<file path="src/direct_line_rasterizer_unit_defines.svh">
// Assertion macros used by the line rasterizer sequencer (drlu_seq).
`ifndef DIRECT_LINE_RASTERIZER_UNIT_DEFINES_SVH
`define DIRECT_LINE_RASTERIZER_UNIT_DEFINES_SVH

`ifndef SYNTH
// Same-cycle implication, sampled on clk, off during reset.
`define DRLU_ASSERT_IMP(lbl, ante, cons) \
  lbl: assert property (@(posedge clk) disable iff (!rst_n) (ante) |-> (cons)) \
    else $error("drlu: assertion failed");
// Next-cycle implication, sampled on clk, off during reset.
`define DRLU_ASSERT_NXT(lbl, ante, cons) \
  lbl: assert property (@(posedge clk) disable iff (!rst_n) (ante) |=> (cons)) \
    else $error("drlu: assertion failed");
`else
`define DRLU_ASSERT_IMP(lbl, ante, cons)
`define DRLU_ASSERT_NXT(lbl, ante, cons)
`endif

`endif

</file>
<file path="src/drlu_pkg.sv">
// Types and constants of the line rasterizer.
package drlu_pkg;

  localparam int COORD_BITS = 10;
  localparam int SIZE_BITS  = 4;
  // numerator 2*m0*D + 2*dm*k + D stays below 2^(2*COORD_BITS+1)
  localparam int NUM_W      = 2 * COORD_BITS + 2;
  localparam int DEN_W      = COORD_BITS + 1;
  localparam int CNT_W      = $clog2(COORD_BITS);

  localparam int IN_FIELDS_W = 4 * COORD_BITS + SIZE_BITS;
  localparam int IN_DATA_W   = ((IN_FIELDS_W + 7) / 8) * 8;
  localparam int OUT_DATA_W  = 2 * COORD_BITS + SIZE_BITS;

  localparam logic KIND_START = 1'b0;
  localparam logic KIND_STEP  = 1'b1;

  typedef logic [COORD_BITS-1:0] coord_t;

  typedef struct packed {
    logic                 kind;
    logic [SIZE_BITS-1:0] point_size;
    coord_t               end_y;
    coord_t               end_x;
    coord_t               start_y;
    coord_t               start_x;
  } line_item_t;

  typedef struct packed {
    logic                 last;
    logic [SIZE_BITS-1:0] pixel_size;
    coord_t               pixel_y;
    coord_t               pixel_x;
  } pixel_t;

  typedef enum logic [2:0] {
    S_IDLE,
    S_MUL,
    S_DIV,
    S_WAIT,
    S_EMIT
  } seq_state_t;

endpackage

</file>
<file path="src/drlu_div.sv">
// Restoring divider, one quotient bit per cycle.
module drlu_div
  import drlu_pkg::*;
(
  input  logic                  clk,
  input  logic                  rst_n,
  input  logic                  start,
  input  logic [NUM_W-1:0]      num,
  input  logic [DEN_W-1:0]      den,
  output logic                  done,
  output logic [COORD_BITS-1:0] quo
);

  logic [NUM_W-1:0]      rem_r, rem_nxt;
  logic [NUM_W-1:0]      dsh_r, dsh_nxt;
  logic [COORD_BITS-1:0] quo_r, quo_nxt;
  logic [CNT_W-1:0]      cnt_r, cnt_nxt;
  logic                  busy_r, busy_nxt;
  logic                  done_r, done_nxt;
  logic                  ge;

  assign ge = (rem_r >= dsh_r);

  always_comb begin
    rem_nxt  = rem_r;
    dsh_nxt  = dsh_r;
    quo_nxt  = quo_r;
    cnt_nxt  = cnt_r;
    busy_nxt = busy_r;
    done_nxt = 1'b0;
    if (start) begin
      rem_nxt  = num;
      dsh_nxt  = NUM_W'(den) << (COORD_BITS - 1);
      quo_nxt  = '0;
      cnt_nxt  = CNT_W'(COORD_BITS - 1);
      busy_nxt = 1'b1;
    end else if (busy_r) begin
      if (ge) begin
        rem_nxt = rem_r - dsh_r;
      end
      quo_nxt = {quo_r[COORD_BITS-2:0], ge};
      dsh_nxt = dsh_r >> 1;
      if (cnt_r == '0) begin
        busy_nxt = 1'b0;
        done_nxt = 1'b1;
      end else begin
        cnt_nxt = cnt_r - 1'b1;
      end
    end
  end

  always_ff @(posedge clk) begin
    if (!rst_n) begin
      busy_r <= 1'b0;
      done_r <= 1'b0;
      cnt_r  <= '0;
    end else begin
      busy_r <= busy_nxt;
      done_r <= done_nxt;
      cnt_r  <= cnt_nxt;
    end
    rem_r <= rem_nxt;
    dsh_r <= dsh_nxt;
    quo_r <= quo_nxt;
  end

  assign done = done_r;
  assign quo  = quo_r;

endmodule

</file>
<file path="src/drlu_seq.sv">
// Line state and sequencer around the shared divider.
`include "direct_line_rasterizer_unit_defines.svh"

module drlu_seq
  import drlu_pkg::*;
(
  input  logic                  clk,
  input  logic                  rst_n,
  input  logic                  in_valid,
  output logic                  in_ready,
  input  line_item_t            item,
  output logic                  res_valid,
  input  logic                  res_ready,
  output pixel_t                res,
  output logic                  div_start,
  output logic [NUM_W-1:0]      div_num,
  output logic [DEN_W-1:0]      div_den,
  input  logic                  div_done,
  input  logic [COORD_BITS-1:0] div_quo
);

  seq_state_t state_r, state_nxt;

  logic                  active_r, active_nxt;
  coord_t                ox_r, ox_nxt, oy_r, oy_nxt;
  coord_t                tx_r, tx_nxt, ty_r, ty_nxt;
  coord_t                pos_r, pos_nxt;
  logic                  ymaj_r, ymaj_nxt;
  logic [SIZE_BITS-1:0]  size_r, size_nxt;
  coord_t                dmaj_r, dmaj_nxt;       // |delta| on the major axis
  logic [COORD_BITS:0]   dmin_r, dmin_nxt;       // signed delta on the minor axis
  logic [NUM_W-1:0]      num_r, num_nxt;

  coord_t                adx, ady, m0, tgt, minor;
  logic                  in_ymaj, fin;
  logic [2*COORD_BITS:0] prod;

  assign adx     = (item.end_x > item.start_x) ? item.end_x - item.start_x
                                               : item.start_x - item.end_x;
  assign ady     = (item.end_y > item.start_y) ? item.end_y - item.start_y
                                               : item.start_y - item.end_y;
  assign in_ymaj = (ady > adx);

  assign m0    = ymaj_r ? ox_r : oy_r;
  assign tgt   = ymaj_r ? ty_r : tx_r;
  assign fin   = (pos_r == tgt);
  assign prod  = m0 * {dmaj_r, 1'b0};
  assign minor = (dmaj_r == '0) ? m0 : div_quo;

  assign div_num = num_r;
  assign div_den = {dmaj_r, 1'b0};

  always_comb begin
    state_nxt  = state_r;
    active_nxt = active_r;
    ox_nxt     = ox_r;
    oy_nxt     = oy_r;
    tx_nxt     = tx_r;
    ty_nxt     = ty_r;
    pos_nxt    = pos_r;
    ymaj_nxt   = ymaj_r;
    size_nxt   = size_r;
    dmaj_nxt   = dmaj_r;
    dmin_nxt   = dmin_r;
    num_nxt    = num_r;
    in_ready   = 1'b0;
    res_valid  = 1'b0;
    div_start  = 1'b0;
    unique case (state_r)
      S_IDLE: begin
        in_ready = 1'b1;
        if (in_valid) begin
          if (item.kind == KIND_START) begin
            ox_nxt    = item.start_x;
            oy_nxt    = item.start_y;
            tx_nxt    = item.end_x;
            ty_nxt    = item.end_y;
            size_nxt  = item.point_size;
            ymaj_nxt  = in_ymaj;
            pos_nxt   = in_ymaj ? item.start_y : item.start_x;
            dmaj_nxt  = in_ymaj ? ady : adx;
            dmin_nxt  = in_ymaj
                      ? {1'b0, item.end_x} - {1'b0, item.start_x}
                      : {1'b0, item.end_y} - {1'b0, item.start_y};
            state_nxt = S_MUL;
          end else if (active_r) begin
            // step one pixel toward the target; k grows by one
            if (tgt > pos_r) begin
              pos_nxt = pos_r + 1'b1;
            end else if (tgt < pos_r) begin
              pos_nxt = pos_r - 1'b1;
            end
            num_nxt   = num_r + NUM_W'($signed({dmin_r, 1'b0}));
            state_nxt = (dmaj_r == '0) ? S_EMIT : S_DIV;
          end
        end
      end
      S_MUL: begin
        // numerator at k = 0: 2*m0*D + D
        num_nxt   = NUM_W'(prod) + NUM_W'(dmaj_r);
        state_nxt = (dmaj_r == '0) ? S_EMIT : S_DIV;
      end
      S_DIV: begin
        div_start = 1'b1;
        state_nxt = S_WAIT;
      end
      S_WAIT: begin
        if (div_done) begin
          state_nxt = S_EMIT;
        end
      end
      S_EMIT: begin
        res_valid = 1'b1;
        if (res_ready) begin
          active_nxt = !fin;
          state_nxt  = S_IDLE;
        end
      end
      default: begin
        state_nxt = S_IDLE;
      end
    endcase
  end

  always_comb begin
    res.pixel_x    = ymaj_r ? minor : pos_r;
    res.pixel_y    = ymaj_r ? pos_r : minor;
    res.pixel_size = size_r;
    res.last       = fin;
  end

  always_ff @(posedge clk) begin
    if (!rst_n) begin
      state_r  <= S_IDLE;
      active_r <= 1'b0;
    end else begin
      state_r  <= state_nxt;
      active_r <= active_nxt;
    end
    ox_r   <= ox_nxt;
    oy_r   <= oy_nxt;
    tx_r   <= tx_nxt;
    ty_r   <= ty_nxt;
    pos_r  <= pos_nxt;
    ymaj_r <= ymaj_nxt;
    size_r <= size_nxt;
    dmaj_r <= dmaj_nxt;
    dmin_r <= dmin_nxt;
    num_r  <= num_nxt;
  end

  `DRLU_ASSERT_IMP(a_div_nonzero, div_start, dmaj_r != '0)
  `DRLU_ASSERT_NXT(a_emit_to_idle, (state_r == S_EMIT) && res_ready, state_r == S_IDLE)
  `DRLU_ASSERT_NXT(a_last_ends_line, res_valid && res_ready && fin, !active_r)
  `DRLU_ASSERT_IMP(a_wait_no_input, state_r != S_IDLE, !in_ready)

endmodule

</file>
<file path="src/direct_line_rasterizer_unit.sv">
// Top level of the slope-intercept line rasterizer.
//
// Streams pixels of a line drawn with the direct slope-intercept method.
// An input item with in_tuser = 0 loads both endpoints and a point size and
// yields the first pixel; each item with in_tuser = 1 yields the next pixel
// along the major axis (x when |dy| <= |dx|, else y), and out_tlast marks the
// final endpoint. The minor coordinate is floor(start + delta*k/D + 1/2),
// computed exactly: a numerator register steps by 2*delta_minor per pixel and
// a restoring divider takes one quotient bit per cycle. Equal endpoints give
// a single pixel with out_tlast set; a step item with no line in progress is
// consumed with no result; a new start abandons any line in progress.
// Sequence: a start item passes through the numerator multiply, the divider
// launch, the divider's quotient bits, the done hand-off and the output
// write; a step item skips the multiply, and equal endpoints skip the
// divider. in_tready is high only while no item is in work; the output
// register lets the next item start while a pixel still waits on out_tready.
module direct_line_rasterizer_unit
  import drlu_pkg::*;
(
  input  logic                  clk,
  input  logic                  rst_n,
  input  logic                  in_tvalid,
  output logic                  in_tready,
  // [9:0] start_x, [19:10] start_y, [29:20] end_x, [39:30] end_y,
  // [43:40] point_size, [47:44] zero
  input  logic [IN_DATA_W-1:0]  in_tdata,
  // [0] kind: 0 start a line, 1 next pixel
  input  logic                  in_tuser,
  output logic                  out_tvalid,
  input  logic                  out_tready,
  // [9:0] pixel_x, [19:10] pixel_y, [23:20] pixel_size
  output logic [OUT_DATA_W-1:0] out_tdata,
  output logic                  out_tlast
);

  line_item_t            item;
  pixel_t                res;
  logic                  res_valid, res_ready;
  logic                  div_start, div_done;
  logic [NUM_W-1:0]      div_num;
  logic [DEN_W-1:0]      div_den;
  logic [COORD_BITS-1:0] div_quo;

  logic   out_valid_r, out_valid_nxt;
  pixel_t out_pix_r, out_pix_nxt;

  // unpack the input item
  assign item.kind       = in_tuser;
  assign item.start_x    = in_tdata[COORD_BITS-1:0];
  assign item.start_y    = in_tdata[2*COORD_BITS-1:COORD_BITS];
  assign item.end_x      = in_tdata[3*COORD_BITS-1:2*COORD_BITS];
  assign item.end_y      = in_tdata[4*COORD_BITS-1:3*COORD_BITS];
  assign item.point_size = in_tdata[IN_FIELDS_W-1:4*COORD_BITS];

  drlu_seq u_seq (
    .clk       (clk),
    .rst_n     (rst_n),
    .in_valid  (in_tvalid),
    .in_ready  (in_tready),
    .item      (item),
    .res_valid (res_valid),
    .res_ready (res_ready),
    .res       (res),
    .div_start (div_start),
    .div_num   (div_num),
    .div_den   (div_den),
    .div_done  (div_done),
    .div_quo   (div_quo)
  );

  drlu_div u_div (
    .clk   (clk),
    .rst_n (rst_n),
    .start (div_start),
    .num   (div_num),
    .den   (div_den),
    .done  (div_done),
    .quo   (div_quo)
  );

  // output register: refilled when empty or drained in the same cycle
  assign res_ready = !out_valid_r || out_tready;

  always_comb begin
    out_valid_nxt = out_valid_r;
    out_pix_nxt   = out_pix_r;
    if (out_valid_r && out_tready) begin
      out_valid_nxt = 1'b0;
    end
    if (res_valid && res_ready) begin
      out_valid_nxt = 1'b1;
      out_pix_nxt   = res;
    end
  end

  always_ff @(posedge clk) begin
    if (!rst_n) begin
      out_valid_r <= 1'b0;
    end else begin
      out_valid_r <= out_valid_nxt;
    end
    out_pix_r <= out_pix_nxt;
  end

  assign out_tvalid = out_valid_r;
  assign out_tdata  = {out_pix_r.pixel_size, out_pix_r.pixel_y, out_pix_r.pixel_x};
  assign out_tlast  = out_pix_r.last;

endmodule

</file>
<file path="config.mk">
export PLATFORM = sky130hd
export DESIGN_NAME = direct_line_rasterizer_unit
export DESIGN_NICKNAME = d
export VERILOG_FILES = /design/src/drlu_pkg.sv /design/src/drlu_div.sv /design/src/drlu_seq.sv /design/src/direct_line_rasterizer_unit.sv
export VERILOG_INCLUDE_DIRS = /design/src /design/src/src
export SDC_FILE = /design/constraint.sdc
export NUM_CORES = 1
export LEC_CHECK = 0
export ABC_AREA = 1
export BUFFER_PORTS_ARGS = -buffer_cell sky130_fd_sc_hd__buf_4
export CAP_MARGIN = 20
export CORE_MARGIN = 1.5
export CORE_UTILIZATION = 30
export CTS_BUF_LIST = sky130_fd_sc_hd__clkbuf_8
export CTS_CLUSTER_DIAMETER = 60
export DETAILED_ROUTE_END_ITERATION = 6
export GPL_ROUTABILITY_DRIVEN = 0
export SYNTH_ARGS = -nofsm -noshare
export SYNTH_HDL_FRONTEND = slang
export SYNTH_SLANG_ARGS = --single-unit
</file>
<file path="constraint.sdc">
create_clock -name clk -period 16.9 [get_ports clk]
set_clock_uncertainty 0.1 [all_clocks]
set_input_delay 0.845 -clock clk [delete_from_list [all_inputs] [get_ports clk]]
set_output_delay 0.845 -clock clk [all_outputs]
set_load 0.05 [all_outputs]
</file>
==> flow_metrics.env, run 1 <==
export IMPL_wl_per_cell_um=15.4
export IMPL_r2r_cells=32
export IMPL_cp_arrival_ps=7440
export IMPL_hold_path_class="reg -> reg"
export IMPL_slew_viol_final=0
export IMPL_ant_nets=0
export IMPL_clk_latency_ps=530
export IMPL_drive_gt1_frac=0.0839
export IMPL_drtIter0Drc=1039
export IMPL_die_h_um=240
export IMPL_syn_nets=2479
export IMPL_grt_usage=0.162
export IMPL_post_cts_setup_buffers=0
export IMPL_clock_sinks=186
export IMPL_syn_area_per_cell_um2=7.73
export IMPL_fmax_mhz=137
export IMPL_die_area_um2=57700
export IMPL_worstSetupPathType="reg -> reg"
export IMPL_min_to="out_tdata[21]"
export IMPL_drc=1
export IMPL_io_pins=80
export IMPL_tightest_slew_ps=942
export IMPL_reg2reg_from="u_seq.ymaj_r"
export IMPL_maxCapViolCount=0
export IMPL_violations="design-rule violations"
export IMPL_htreeDepth=4
export IMPL_grt_start_max_net_pins=58
export IMPL_cp_common_cell="nand2_1"
export IMPL_yosys_cell_types_count=55
export IMPL_numCtsBuffers=17
export IMPL_cts_buffer_depth=2
export IMPL_hold_viol_final=0
export IMPL_core_area_um2=55300
export IMPL_cp_max_fo=25
export IMPL_tns_ps=0
export IMPL_ys_seq_area_frac=0.312
export IMPL_port_buffers=75
export IMPL_root_buffer="clkbuf_8"
export IMPL_crit_family="adder cells"
export IMPL_rsz0062_at_grt="false"
export IMPL_fin_nets=2533
export IMPL_path_buf_inv=8
export IMPL_synth_area_um2=16900
export IMPL_grt_pass1_wl_um=72500
export IMPL_async_reset_ff_frac=0
export IMPL_crit_path_end_kind="register"
export IMPL_start_kind="register"
export IMPL_period_needed_ps=7270
export IMPL_setup_viol=0
export IMPL_slowest_delay_ps=540
export IMPL_synth_edf_count=155
export IMPL_num_rows=86
export IMPL_required_ps=17070
export IMPL_wl_um=46100
export IMPL_timing_slew_headroom=0.371
export IMPL_netlist_instances=2185
export IMPL_first_pass_iters=7
export IMPL_cts_tree="built"
export IMPL_yosys_warnings=0
export IMPL_vias=14646
export IMPL_ys_ff_latch=186
export IMPL_synth_ff_type="edfxtp_1"
export IMPL_finalCritPeriodShare=0.430
export IMPL_area_growth_pct=10.5
export IMPL_cts_resized_gates=0
export IMPL_hold_depth=0
export IMPL_holdWs_ps=333
export IMPL_die_w_um=240
export IMPL_gr_total_overflow=0
export IMPL_start_util=0.305
export IMPL_ctsHoldBuffers=0
export IMPL_outcome="finished with violations"
export IMPL_antenna_found_initial=2
export IMPL_ff2ff_setup_slack_ps=9630
export IMPL_hp_start="u_seq.size_r[1]"
export IMPL_hpwlAfterDp_um=37100
export IMPL_reg2reg_to="u_seq.div_num[19]"
export IMPL_viasPerCell=4.88
export IMPL_grt_pass1_vias=13945
export IMPL_cp_slowest_cell="fa_1"
export IMPL_clk_pin_slew_ps=100
-- metal layers --
layer  global-route usage  routed length, um  vias to the layer above
li1                     -                  -                     7258
met1                0.221              21200                     6904
met2                0.262              21500                      408
met3               0.0241               2270                       76
met4               0.0501               1050                        0
met5                    0                  0                        -
-- state kept, by name, summed over array words and instances, names as in the netlist, 11 cells and up --
name and flops:
u_div.rem_r 22, u_div.dsh_r 20, u_seq.dmin_r 11, u_seq.div_num 22, out_tdata 24
-- worst register-to-register path: cells and delay by family (launching register included) --
| family | cells | cell delay, ps |
|---|---|---|
| AOI/OAI and AO/OA | 3 | 740 |
| adders and majority gates | 7 | 2960 |
| xor gates and xnor gates | 1 | 180 |
| and+or+nand+nor | 13 | 1320 |
| buffers and inverters | 8 | 1320 |
| DFF | 1 | 400 |
-- per-stage QoR --
stage | cell area [um2] | utilization | cells | worst slack (ps)
after floorplan | 16900 | - | 2185 | 10810
after global placement | 18200 | 0.330 | 2964 | 9710
after detailed placement | 18300 | 0.330 | 2966 | 9640
after CTS | 18600 | 0.336 | 2998 | 9620
after global routing | 18600 | 0.337 | 3001 | 9150
final | 18600 | 0.337 | 3002 | 9630
-- worst max path at each step --
| stage | from | end | slack [ps] | cells after the start |
|---|---|---|---|---|
| floorplan | u_seq.ymaj_r | u_seq.div_num[19] | 10810 | 32 |
| global placement | u_seq.ymaj_r | u_seq.div_num[19] | 9710 | 32 |
| detailed placement | u_seq.ymaj_r | u_seq.div_num[19] | 9640 | 32 |
| CTS | u_seq.ymaj_r | u_seq.div_num[19] | 9620 | 32 |
| global route | u_seq.ymaj_r | u_seq.div_num[19] | 9150 | 32 |
| finish | u_seq.ymaj_r | u_seq.div_num[19] | 9630 | 32 |
-- kinds of logic after synthesis --
family,count (synthesis),synth area share
AND/OR/NAND/NOR,883,0.222
buffers and inverters,415,0.0944
AO/OA/AOI/OAI,399,0.129
adder cells (fa/ha/maj),241,0.210
flip-flops,186,0.312
XOR/XNOR,59,0.0306
multiplexers,2,0.00119
-- cells in the mapped netlist (7+ instances only) --
cell type | instances | area [um2]
and2_1 | 8 | 50.1
buf_2 | 10 | 50.1
o21bai_1 | 10 | 75.1
clkbuf_1 | 34 | 128
fa_1 | 70 | 1400
nor3_1 | 12 | 60.1
o21ai_2 | 12 | 105
a31oi_1 | 10 | 62.6
xor2_1 | 41 | 359
a21o_1 | 7 | 52.6
dfxtp_1 | 31 | 621
inv_1 | 353 | 1330
nand2_2 | 13 | 81.3
o21ai_0 | 172 | 861
ha_1 | 171 | 2140
nor2_1 | 170 | 638
nand3_1 | 98 | 490
or2_2 | 19 | 119
edfxtp_1 | 155 | 4650
nand2_1 | 511 | 1920
a21oi_1 | 135 | 676
o21ai_1 | 21 | 105
xnor2_1 | 18 | 158
nand4_1 | 27 | 169
-- cell type report --
class	instances	area (um2)
multi-input cells	1584	10000
repair buffers	88	684
well taps	748	936
inverters	362	1360
clock buffers	17	234
clock inverters	15	120
fillers	5870	36700
diodes	2	5.00
flip-flops and latches	186	5280
-- cells in the final DEF (no fill, tap or decap), types with 27 or more instances in the layout --
cell type  count
buf_4         86
nand4_1       27
o21ai_0      172
nand2_1      511
nor2_1       168
xor2_1        41
fa_1          70
a21oi_1      135
nand3_1       98
inv_1        355
edfxtp_1     155
ha_1         171
dfxtp_1       31
Power of run 1 is not shown: default switching activity piles up to over one toggle a cycle in this logic, so the estimate is an artifact.
==> run 2, diff against run 1 <==
- clock period: 16.9 -> 7.5 ns (I/O delays scaled with it)
==> run 2 against run 1 <==
Net effect:
- the run now ends clean
- hold slack worse by 270 ps
- critical path type unchanged
- count of clock-buffer cells in the layout unchanged
- sequential share of layout area shrank 0.71 points
- core utilization rose by 0.86 points
- highest routed layer unchanged
- global-route usage grew 0.26 points
==> flow_metrics.env, run 2 (same netlist as run 1, synthesis figures left out) <==
export IMPL_cts_resized_gates=0
export IMPL_htreeDepth=4
export IMPL_grt_usage=0.164
export IMPL_core_area_um2=55300
export IMPL_hold_path_class="in -> reg"
export IMPL_cts_buffer_depth=2
export IMPL_place_inst=2968
export IMPL_vias=14780
export IMPL_die_area_um2=57700
export IMPL_crit_path_end_kind="register"
export IMPL_drive_gt1_frac=0.0839
export IMPL_finalCritPeriodShare=0.907
export IMPL_hold_viol_final=0
export IMPL_ff2ff_setup_slack_ps=700
export IMPL_wl_per_cell_um=15.3
export IMPL_grt_pass1_vias=14428
export IMPL_die_w_um=240
export IMPL_required_ps=7670
export IMPL_fin_nets=2580
export IMPL_start_kind="register"
export IMPL_clk_latency_ps=540
export IMPL_maxCapViolCount=0
export IMPL_drc=0
export IMPL_post_cts_setup_buffers=0
export IMPL_clk_pin_slew_ps=120
export IMPL_holdWs_ps=61.9
export IMPL_cts_tree="built"
export IMPL_grt_start_max_net_pins=68
export IMPL_final_setup_worst_slack_ps=699
export IMPL_tightest_slew_ps=885
export IMPL_period_needed_ps=6800
export IMPL_ctsHoldBuffers=45
export IMPL_drtIter0Drc=1088
export IMPL_io_pins=80
export IMPL_clock_sinks=186
export IMPL_worstSetupPathType="reg -> reg"
export IMPL_viasPerCell=4.85
export IMPL_num_rows=86
export IMPL_port_buffers=75
export IMPL_area_growth_pct=13.3
export IMPL_slew_viol_final=0
export IMPL_hpwlAfterDp_um=37100
export IMPL_timing_slew_headroom=0.410
export IMPL_cp_max_fo=13
export IMPL_start_util=0.305
export IMPL_layout_commonest_cell="nand2_1"
export IMPL_instances_no_fill=3048
export IMPL_setup_viol=0
export IMPL_gr_total_overflow=0
export IMPL_dp_slack_ps=725
export IMPL_tns_ps=0
export IMPL_cp_arrival_ps=6970
export IMPL_die_h_um=240
export IMPL_outcome="complete, no violations"
export IMPL_grt_pass1_wl_um=74200
export IMPL_wl_um=46800
export IMPL_largest_register_ff_count=24
export IMPL_numCtsBuffers=17
export IMPL_first_pass_iters=5
export IMPL_ant_nets=0
export IMPL_slowest_delay_ps=540
export IMPL_rsz0062_at_grt="false"
export IMPL_final_cell_mix="511 x nand2_1, 354 x inv_1, 172 x o21ai_0"
export IMPL_root_buffer="clkbuf_8"
export IMPL_fmax_mhz=147
export IMPL_cp_common_cell="nand2_1"
export IMPL_antenna_found_initial=1
export IMPL_cp_slowest_cell="fa_1"
==> run 2: changes by cell type in the layout (fill, tap and decap cells not counted), sizes merged <==
cell and delta:
dlygate4sd3 +45, buf +2, clkinv -1, diode -1, inv +1
==> run 2: final timing paths <==
| check | start | end | cells after the start |
|---|---|---|---|
| min reg2reg | u_seq.size_r[2] | out_tdata[22] | 0 |
| min | out_tready | u_seq.state_r[2] | 4 |
| max | u_seq.ymaj_r | u_seq.div_num[19] | 32 |
| max reg2reg | u_seq.ymaj_r | u_seq.div_num[19] | 32 |
==> run 2: per-stage QoR <==
stage,area (um2),util
after floorplan,16900,-
after detailed placement,18300,0.330
after global placement,18300,0.330
after global routing,19100,0.346
after CTS,19100,0.345
final,19100,0.346
==> run 2: cell type report <==
class	instances	area [um2]
tap	748	936
multi-input combinational	1584	10000
antenna	1	2.50
sequential	186	5280
clock inverter	15	134
timing repair buffer	135	1150
inverter	362	1360
clock buffer	17	234
fill	5818	36200
==> run 2: layer usage <==
| metal | track usage | up-vias | routed length [um] |
|---|---|---|---|
| met1 | 0.219 | 6965 | 21000 |
| met5 | 0 | - | 0 |
| met3 | 0.0214 | 75 | 2330 |
| li1 | - | 7325 | - |
| met2 | 0.272 | 415 | 22200 |
| met4 | 0.0577 | 0 | 1180 |
==> run 2: worst max-delay path: cells and delay by family, from the launching register on <==
family,cells,cell delay [ps]
adder cells (fa/ha/maj),7,3080
flip-flops,1,400
AO/OA/AOI/OAI,3,560
buffers and inverters,8,1020
AND/OR/NAND/NOR,13,1240
XOR/XNOR,1,160
Power of run 2 is left out for the same reason.
==> run 3, diff against run 2 <==
- CORE_UTILIZATION: 30 -> 65
- PLACE_DENSITY: default -> 0.84
==> run 3 against run 2 <==
Net effect:
- design area decreased by 2.6%
- routed wire length decreased by 1.9%
- highest routed layer unchanged
- global-route usage up 18 points
- core utilization rose by 39 points
- sequential share of layout area increased by 0.72 points
- fmax is 0.56% higher
- critical endpoint unchanged
- non-clock buffer count is 5 lower
- setup slack better by 38 ps
- largest cell class unchanged
- cell count down 14%
- first-iteration DRC count is 64% higher
==> flow_metrics.env, run 3 (same netlist as run 1, synthesis figures left out) <==
export IMPL_diodes=0
export IMPL_first_pass_iters=7
export IMPL_grt_pass1_wl_um=71800
export IMPL_drtIter0Drc=1784
export IMPL_cts_buffer_depth=2
export IMPL_die_area_um2=26900
export IMPL_gr_total_overflow=0
export IMPL_filler_cell_count=1864
export IMPL_fin_nets=2575
export IMPL_area_growth_pct=10.4
export IMPL_tns_ps=0
export IMPL_grt_pass1_vias=14866
export IMPL_worstSetupPathType="reg -> reg"
export IMPL_largest_register_ff_count=24
export IMPL_drc=0
export IMPL_port_buffers=75
export IMPL_outcome="complete, no violations"
export IMPL_period_needed_ps=6760
export IMPL_hpwlAfterDp_um=34600
export IMPL_start_kind="register"
export IMPL_slew_viol_final=0
export IMPL_clk_latency_ps=510
export IMPL_fmax_mhz=148
export IMPL_setup_viol=0
export IMPL_io_pins=80
export IMPL_cp_common_cell="nand2_1"
export IMPL_grt_usage=0.342
export IMPL_clock_sinks=186
export IMPL_clk_pin_slew_ps=140
export IMPL_cp_max_fo=10
export IMPL_numCtsBuffers=17
export IMPL_cts_tree="built"
export IMPL_vias=15553
export IMPL_cp_arrival_ps=6950
export IMPL_viasPerCell=5.93
export IMPL_wl_per_cell_um=17.5
export IMPL_wl_met2_um=22000
export IMPL_die_h_um=164
export IMPL_r2r_cells=30
export IMPL_final_cell_mix="511 x nand2_1, 353 x inv_1, 172 x o21ai_0"
export IMPL_num_rows=58
export IMPL_hold_viol_final=0
export IMPL_hold_depth=1
export IMPL_grt_start_max_net_pins=63
export IMPL_hold_path_class="in -> reg"
export IMPL_wl_met3_um=4270
export IMPL_htreeDepth=4
export IMPL_antenna_found_initial=0
export IMPL_tightest_slew_ps=1160
export IMPL_layout_commonest_cell="nand2_1"
export IMPL_crit_path_end_kind="register"
export IMPL_core_area_um2=25300
export IMPL_ant_nets=0
export IMPL_root_buffer="clkbuf_8"
export IMPL_required_ps=7680
export IMPL_maxCapViolCount=0
export IMPL_slowest_delay_ps=530
export IMPL_wl_met1_um=17700
export IMPL_start_util=0.667
export IMPL_top_layer_used="met4"
export IMPL_drive_gt1_frac=0.0833
export IMPL_cp_slowest_cell="fa_1"
export IMPL_die_w_um=164
export IMPL_timing_slew_headroom=0.229
export IMPL_finalCritPeriodShare=0.902
export IMPL_post_cts_setup_buffers=0
export IMPL_wl_um=45900
export IMPL_rsz0062_at_grt="false"
-- run 3: cell count changes in the layout (fill, tap and decap cells not counted), moves of 2 or more --
cell	change
buf_4	-2
clkinv_2	-3
dlygate4sd3_1	-2
inv_12	+8
inv_6	-3
inv_8	-2
-- run 3: critical path: cells and delay by family, from the launching register on --
kind	cells	cell delay (ps)
adder cells (fa/ha/maj)	7	2960
AND/OR/NAND/NOR	12	1180
AO/OA/AOI/OAI	3	890
buffers and inverters	7	820
flip-flops	1	440
XOR/XNOR	1	160
-- run 3: final timing paths --
kind                   start                 to  slack [ps]
min              in_tdata[1]      u_seq.ox_r[1]          30
max reg2reg     u_seq.ymaj_r  u_seq.div_num[19]         740
min reg2reg  u_seq.size_r[0]      out_tdata[20]         340
max             u_seq.ymaj_r  u_seq.div_num[19]         740
-- run 3: per-layer routing --
layer | global-route usage | vias up
met4 | 0.143 | 0
met3 | 0.0657 | 165
met1 | 0.428 | 7222
met5 | 0 | -
met2 | 0.581 | 833
li1 | - | 7333
-- run 3: stage by stage --
step	utilization	setup WS (ps)	instance area, um2	hold WS (ps)	cells
floorplan	-	1410	16900	300	2185
global placement	0.700	1010	17700	302	2548
detailed placement	0.700	861	17700	308	2548
CTS	0.733	840	18600	0.716	2619
global route	0.736	415	18600	13.6	2624
finish	0.736	736	18600	26.2	2624
-- run 3: cell type report --
| class | instances | area, um2 | share of cell area |
|---|---|---|---|
| clock inverter | 15 | 218 | 0.0117 |
| clock buffer | 17 | 234 | 0.0126 |
| multi-input combinational | 1584 | 10000 | 0.538 |
| tap | 330 | 413 | 0.0222 |
| inverter | 362 | 1360 | 0.0729 |
| timing repair buffer | 130 | 1100 | 0.0592 |
| sequential | 186 | 5280 | 0.283 |
-- run 3: timing repair --
item / 4_1_cts / 5_1_grt
hold buffers: 39 / 4
gates resized for setup: 0 / 0
hold endpoints to repair: 39 / 4
Power of run 3 is left out for the same reason.
